[src/rtl/dtof_pkg.sv]
// ----------------------------------------------------------------------------
// dtof_pkg: shared types and constants of the two-way ranging datapath
// Holds the payload structs of both channels and the fixed scale constants.
// ----------------------------------------------------------------------------
package dtof_pkg;

  // Input item: three local and three remote timestamps.
  typedef struct packed {
    logic [31:0] local_poll_rx;
    logic [31:0] local_reply_tx;
    logic [31:0] local_final_rx;
    logic [31:0] remote_poll_tx;
    logic [31:0] remote_reply_rx;
    logic [31:0] remote_final_tx;
  } dtof_in_t;

  // Result item.
  typedef struct packed {
    logic [31:0] flight_ticks;
    logic [15:0] range_cm;
    logic        range_error;
  } dtof_out_t;

  // Control flags that travel with an item down the divider chain.
  typedef struct packed {
    logic valid;
    logic err;
    logic ovf;
  } dtof_ctl_t;

  // Centimeters per tick with 32 fractional bits.
  localparam logic [31:0] CM_PER_TICK_Q32 = 32'd2014492935;
  localparam logic [31:0] TICKS_MAX       = 32'hFFFF_FFFF;
  localparam logic [15:0] RANGE_MAX       = 16'hFFFF;
  localparam int          QUOT_BITS       = 32;

endpackage

[src/rtl/dtof_div_cell.sv]
// ----------------------------------------------------------------------------
// dtof_div_cell: one restoring division step
// Shifts the next numerator bit into the partial remainder, subtracts the
// divisor when it fits and shifts the quotient bit into the data word.
// ----------------------------------------------------------------------------
module dtof_div_cell #(
  parameter int SW = 34
) (
  input  logic                 clk_i,
  input  logic                 rst_ni,
  input  logic                 en_i,
  input  dtof_pkg::dtof_ctl_t  ctl_i,
  input  logic [SW-1:0]        rem_i,
  input  logic [31:0]          word_i,
  input  logic [SW-1:0]        div_i,
  output dtof_pkg::dtof_ctl_t  ctl_o,
  output logic [SW-1:0]        rem_o,
  output logic [31:0]          word_o,
  output logic [SW-1:0]        div_o
);
  import dtof_pkg::*;

  logic [SW:0]   trial;
  logic          fits;
  logic [SW-1:0] rem_d, rem_q;
  logic [31:0]   word_d, word_q;
  logic [SW-1:0] div_q;
  dtof_ctl_t     ctl_q;

  // Trial subtraction of the divisor from the shifted remainder.
  always_comb begin
    trial  = {rem_i, word_i[31]};
    fits   = trial >= {1'b0, div_i};
    rem_d  = fits ? SW'(trial - {1'b0, div_i}) : trial[SW-1:0];
    word_d = {word_i[30:0], fits};
  end

  // Control flags are reset; the data path is not.
  always_ff @(posedge clk_i or negedge rst_ni) begin
    if (!rst_ni) begin
      ctl_q <= '0;
    end else if (en_i) begin
      ctl_q <= ctl_i;
    end
  end

  always_ff @(posedge clk_i) begin
    if (en_i) begin
      rem_q  <= rem_d;
      word_q <= word_d;
      div_q  <= div_i;
    end
  end

  assign ctl_o  = ctl_q;
  assign rem_o  = rem_q;
  assign word_o = word_q;
  assign div_o  = div_q;

endmodule

[config.mk]
export PLATFORM = sky130hd
export DESIGN_NAME = dtof_div_cell
export DESIGN_NICKNAME = d
export VERILOG_FILES = /design/src/rtl/dtof_pkg.sv /design/src/rtl/dtof_div_cell.sv
export SDC_FILE = /design/constraint.sdc
export NUM_CORES = 1
export LEC_CHECK = 0
export ABC_AREA = 1
export BUFFER_PORTS_ARGS = -buffer_cell sky130_fd_sc_hd__buf_2
export CORE_MARGIN = 2
export CORE_UTILIZATION = 45
export CTS_BUF_LIST = sky130_fd_sc_hd__clkbuf_2
export DETAILED_ROUTE_END_ITERATION = 16
export PLACE_DENSITY = 0.73
export SETUP_SLACK_MARGIN = 0.4
export SYNTH_ARGS = -nofsm -noshare
export SYNTH_HDL_FRONTEND = slang
export SYNTH_SLANG_ARGS = --single-unit
[constraint.sdc]
create_clock -name clk_i -period 1.7 [get_ports clk_i]
set_input_delay 0.34 -clock clk_i [delete_from_list [all_inputs] [get_ports clk_i]]
set_output_delay 0.34 -clock clk_i [all_outputs]
set_load 0.005 [all_outputs]
==> impl_metrics.env <==
export IMPL_path_cells="buf_8 -> inv_4 -> ha_4 -> nand2_1 -> nand2_1 -> nand2_1 -> nand2_2 -> nand2_2 -> nand2_2 -> a21oi_4 -> nand2_2 -> nand2_4 -> buf_12 -> nand2_8 -> buf_12 -> buf_16 -> nand3_1 -> nand2_2"
export IMPL_remaining_drc_errors=0
export IMPL_dieWidth_um=121
export IMPL_cp_slowest_cell="sky130_fd_sc_hd__ha_4"
export IMPL_critPathCaptureType="flop"
export IMPL_design_final_nets=1354
export IMPL_worst_ep_required_time_ns=2.15
export IMPL_layout_cell_area_non_filler_um2=11400
export IMPL_synth_distinct_cells=32
export IMPL_critical_path_top_delay_family="simple AND/OR/NAND/NOR gates"
export IMPL_grt_max_degree=37
export IMPL_avgViaCountPerCell=5.01
export IMPL_floorplan_die_height_um=121
export IMPL_worstSkewPairLatency_ns=0.66
export IMPL_syn_avg_cell_area_um2=8.29
export IMPL_synth_area_um2=6200
export IMPL_power_ir_vdd_worst_mv=0.440
export IMPL_layout_drive_gt1_share_pct=53.5
export IMPL_path_common_cell="sky130_fd_sc_hd__nand2_2"
export IMPL_area_growth_synth_to_final_pct=83.6
export IMPL_cts_tree="done"
export IMPL_dpl_cell_area_um2=8760
export IMPL_place_detailed_instances=1232
export IMPL_timing_setup_critical_path_class="in2reg"
export IMPL_initial_core_util_pct=46.5
export IMPL_final_min_period_over_clock_period_pct=97.3
export IMPL_rsz0062_at_grt="true"
export IMPL_synth_seq_cells=103
export IMPL_most_common_cell_after_layout_fill_and_taps_aside="sky130_fd_sc_hd__buf_2"
export IMPL_number_of_antenna_violations_at_the_first_check_in_global_routing=1
export IMPL_first_iter_violations=623
export IMPL_io_pins=209
export IMPL_drv_slew=0
export IMPL_gp_weighted_congestion=0.923
export IMPL_critical_path_max_stage_delay_ns=0.21
export IMPL_synth_flop_cell="sky130_fd_sc_hd__edfxtp_1"
export IMPL_antenna_left=0
export IMPL_synth_cells=748
export IMPL_clock_sinks=103
export IMPL_row_count=42
export IMPL_yosysWarningCount=0
export IMPL_final_hold_worst_slack_ns=0.0194
export IMPL_utilization_pct=85.3
export IMPL_number_of_global_route_vias_before_repair=6770
export IMPL_path_buf_inv=5
export IMPL_p_per_area_nw_per_um2=669
export IMPL_post_cts_clock_slew_at_the_launch_and_capture_registers_of_the_worst_setup_and_hold_paths_ns=0.28
export IMPL_fin_setup_tns_ns=0
export IMPL_cap_violations=0
export IMPL_gr_total_overflow=0
export IMPL_clk_path_buf_depth=2
export IMPL_cts_made_buffers=9
export IMPL_port_buffer_count=208
export IMPL_seq_area_frac_synth_pct=49.6
export IMPL_slew_limit_headroom_pct=74.0
export IMPL_root_buffer="sky130_fd_sc_hd__clkbuf_2"
export IMPL_drt_wl_total_mm=24.7
export IMPL_routed_via_count=6987
export IMPL_worstSetupStartpointType="input port"
export IMPL_dr_wl_cell_um=17.7
export IMPL_cts_htree_levels=3
export IMPL_synth_edff_count=100
export IMPL_non_filler_cells_in_the_finished_layout=1395
export IMPL_final_min_period_ns=1.65
export IMPL_mappedNetlistNets=889
export IMPL_fin_hold_viols=0
export IMPL_die_area_um2=14700
export IMPL_highest_clock_rate_ghz=0.605
export IMPL_layout_cells_most_common_list="sky130_fd_sc_hd__buf_2 (173), sky130_fd_sc_hd__nand2_1 (160), sky130_fd_sc_hd__buf_4 (143)"
export IMPL_skew_ns=0
export IMPL_timing_worst_slew_pin_value_ns=0.387
export IMPL_finalSetupViolations=0
export IMPL_timing_hold_worst_class="in2reg"
export IMPL_place_detailed_hpwl_mm=14.0
export IMPL_synth_area_top_cells="sky130_fd_sc_hd__edfxtp_1 (48%), sky130_fd_sc_hd__nand2_1 (17%), sky130_fd_sc_hd__inv_1 (7.8%), sky130_fd_sc_hd__ha_1 (6.9%), sky130_fd_sc_hd__nand3_1 (3.0%)"
export IMPL_post_synth_top_area_fraction_pct=48.4
export IMPL_path_max_fanout=5
export IMPL_cp_arrival_ns=2.10
export IMPL_first_pass_grt_wire_length_mm=33.8
export IMPL_detailedRoute_firstPassIterationCount=6
export IMPL_reported_leakage_power_nw=5.57
export IMPL_total_global_routing_track_utilization_pct=29.7
export IMPL_outcome="completed"
export IMPL_ys_async_sr_fraction_pct=2.91
export IMPL_synthDominantAreaCellType="sky130_fd_sc_hd__edfxtp_1"
export IMPL_placeableCoreArea_um2=13300
## cell families (layout without fill, tap and decap cells)
group | count (synthesis) | in the layout | share of synthesized area (%)
and+or+nand+nor | 398 | 399 | 26.8
buffers and inverters | 144 | 613 | 9.40
DFF | 103 | 103 | 49.6
AOI/OAI and AO/OA | 47 | 47 | 3.89
adders and majority gates | 35 | 35 | 7.18
xor gates and xnor gates | 18 | 18 | 2.54
muxes | 3 | 3 | 0.545
other | 0 | 1 | 0
## power by group
group / internal, mW / total, mW / leakage, nW / switching, mW
Sequential: 3.10 / 3.19 / 1.01 / 0.0819
Combinational: 1.58 / 3.15 / 4.49 / 1.56
Clock: 0.351 / 1.29 / 0.0666 / 0.940
Total: 5.04 / 7.62 / 5.57 / 2.59
## through the flow
| stage | power [mW] | setup WS (ns) |
|---|---|---|
| 2_1_floorplan | 4.29 | -0.193 |
| 3_3_place_gp | 5.31 | -0.629 |
| 3_5_place_dp | 5.34 | -0.591 |
| 4_1_cts | 7.14 | 0.0590 |
| 5_1_grt | 7.92 | 0.000736 |
| 6_report | 7.62 | 0.0465 |
## final timing paths
kind | startpoint | end | slack (ns) | depth (start not counted)
max in group asynchronous | rst_ni | ctl_o[0] | 1.04 | 3
setup reg to reg | ctl_o[2] | ctl_o[2] | 0.78 | 2
setup / recovery | div_i[12] | rem_o[30] | 0.05 | 18
min in group asynchronous | rst_ni | ctl_o[2] | 0.51 | 3
hold reg to reg | ctl_o[0] | ctl_o[0] | 0.59 | 1
hold / removal | rem_i[20] | rem_o[21] | 0.02 | 3
## cell usage after synthesis (5+ instances only)
library cell and instances:
sky130_fd_sc_hd__a21oi_1 29, sky130_fd_sc_hd__nand2_1 273, sky130_fd_sc_hd__inv_2 8, sky130_fd_sc_hd__nand3b_1 5, sky130_fd_sc_hd__nand2_2 14, sky130_fd_sc_hd__nor3_1 6
sky130_fd_sc_hd__edfxtp_1 100, sky130_fd_sc_hd__o21ai_0 13, sky130_fd_sc_hd__nor2_1 49, sky130_fd_sc_hd__xor2_1 15, sky130_fd_sc_hd__ha_1 34, sky130_fd_sc_hd__inv_1 129
sky130_fd_sc_hd__nand3_1 37, sky130_fd_sc_hd__nor2_2 5
## flip-flops by register name, summed over array words and instances (netlist names)
signal  cells
rem_o      34
word_o     32
div_o      34
ctl_o       3
## worst register-to-register path: cells and delay by family, from the launching register on
kind                   cells  cell delay [ns]
buffers and inverters      1             0.14
muxes                      1             0.26
DFF                        1             0.46
## repair_timing
item / 4_1_cts / 5_1_grt
pin swaps: 80 / 72
endpoints found under the setup margin: 138 / 138
hold buffers: 85 / 2
setup buffers: 33 / 19
gates resized for setup: 166 / 131
hold endpoints to repair: 86 / 2
cloned: 7 / 0
## area by class of cell
| type | count | area, µm² |
|---|---|---|
| Multi-Input combinational cell | 502 | 3700 |
| Sequential cell | 103 | 3080 |
| Clock buffer | 10 | 50.0 |
| Antenna cell | 1 | 2.50 |
| Tap cell | 176 | 220 |
| Clock inverter | 6 | 66.3 |
| Fill cell | 703 | 1960 |
| Inverter | 138 | 576 |
| Timing Repair Buffer | 459 | 3700 |
## metal layers
metal / vias to the layer above / part of all wire [%] / global-route usage [%]
met3: 82 / 6.4 / 4.84
met1: 3241 / 38 / 35.5
li1: 3307 / - / -
met4: 0 / 3.8 / 9.20
met2: 357 / 52 / 54.3
met5: - / 0 / 0
Note: power is estimated with default switching activity, not from simulation.
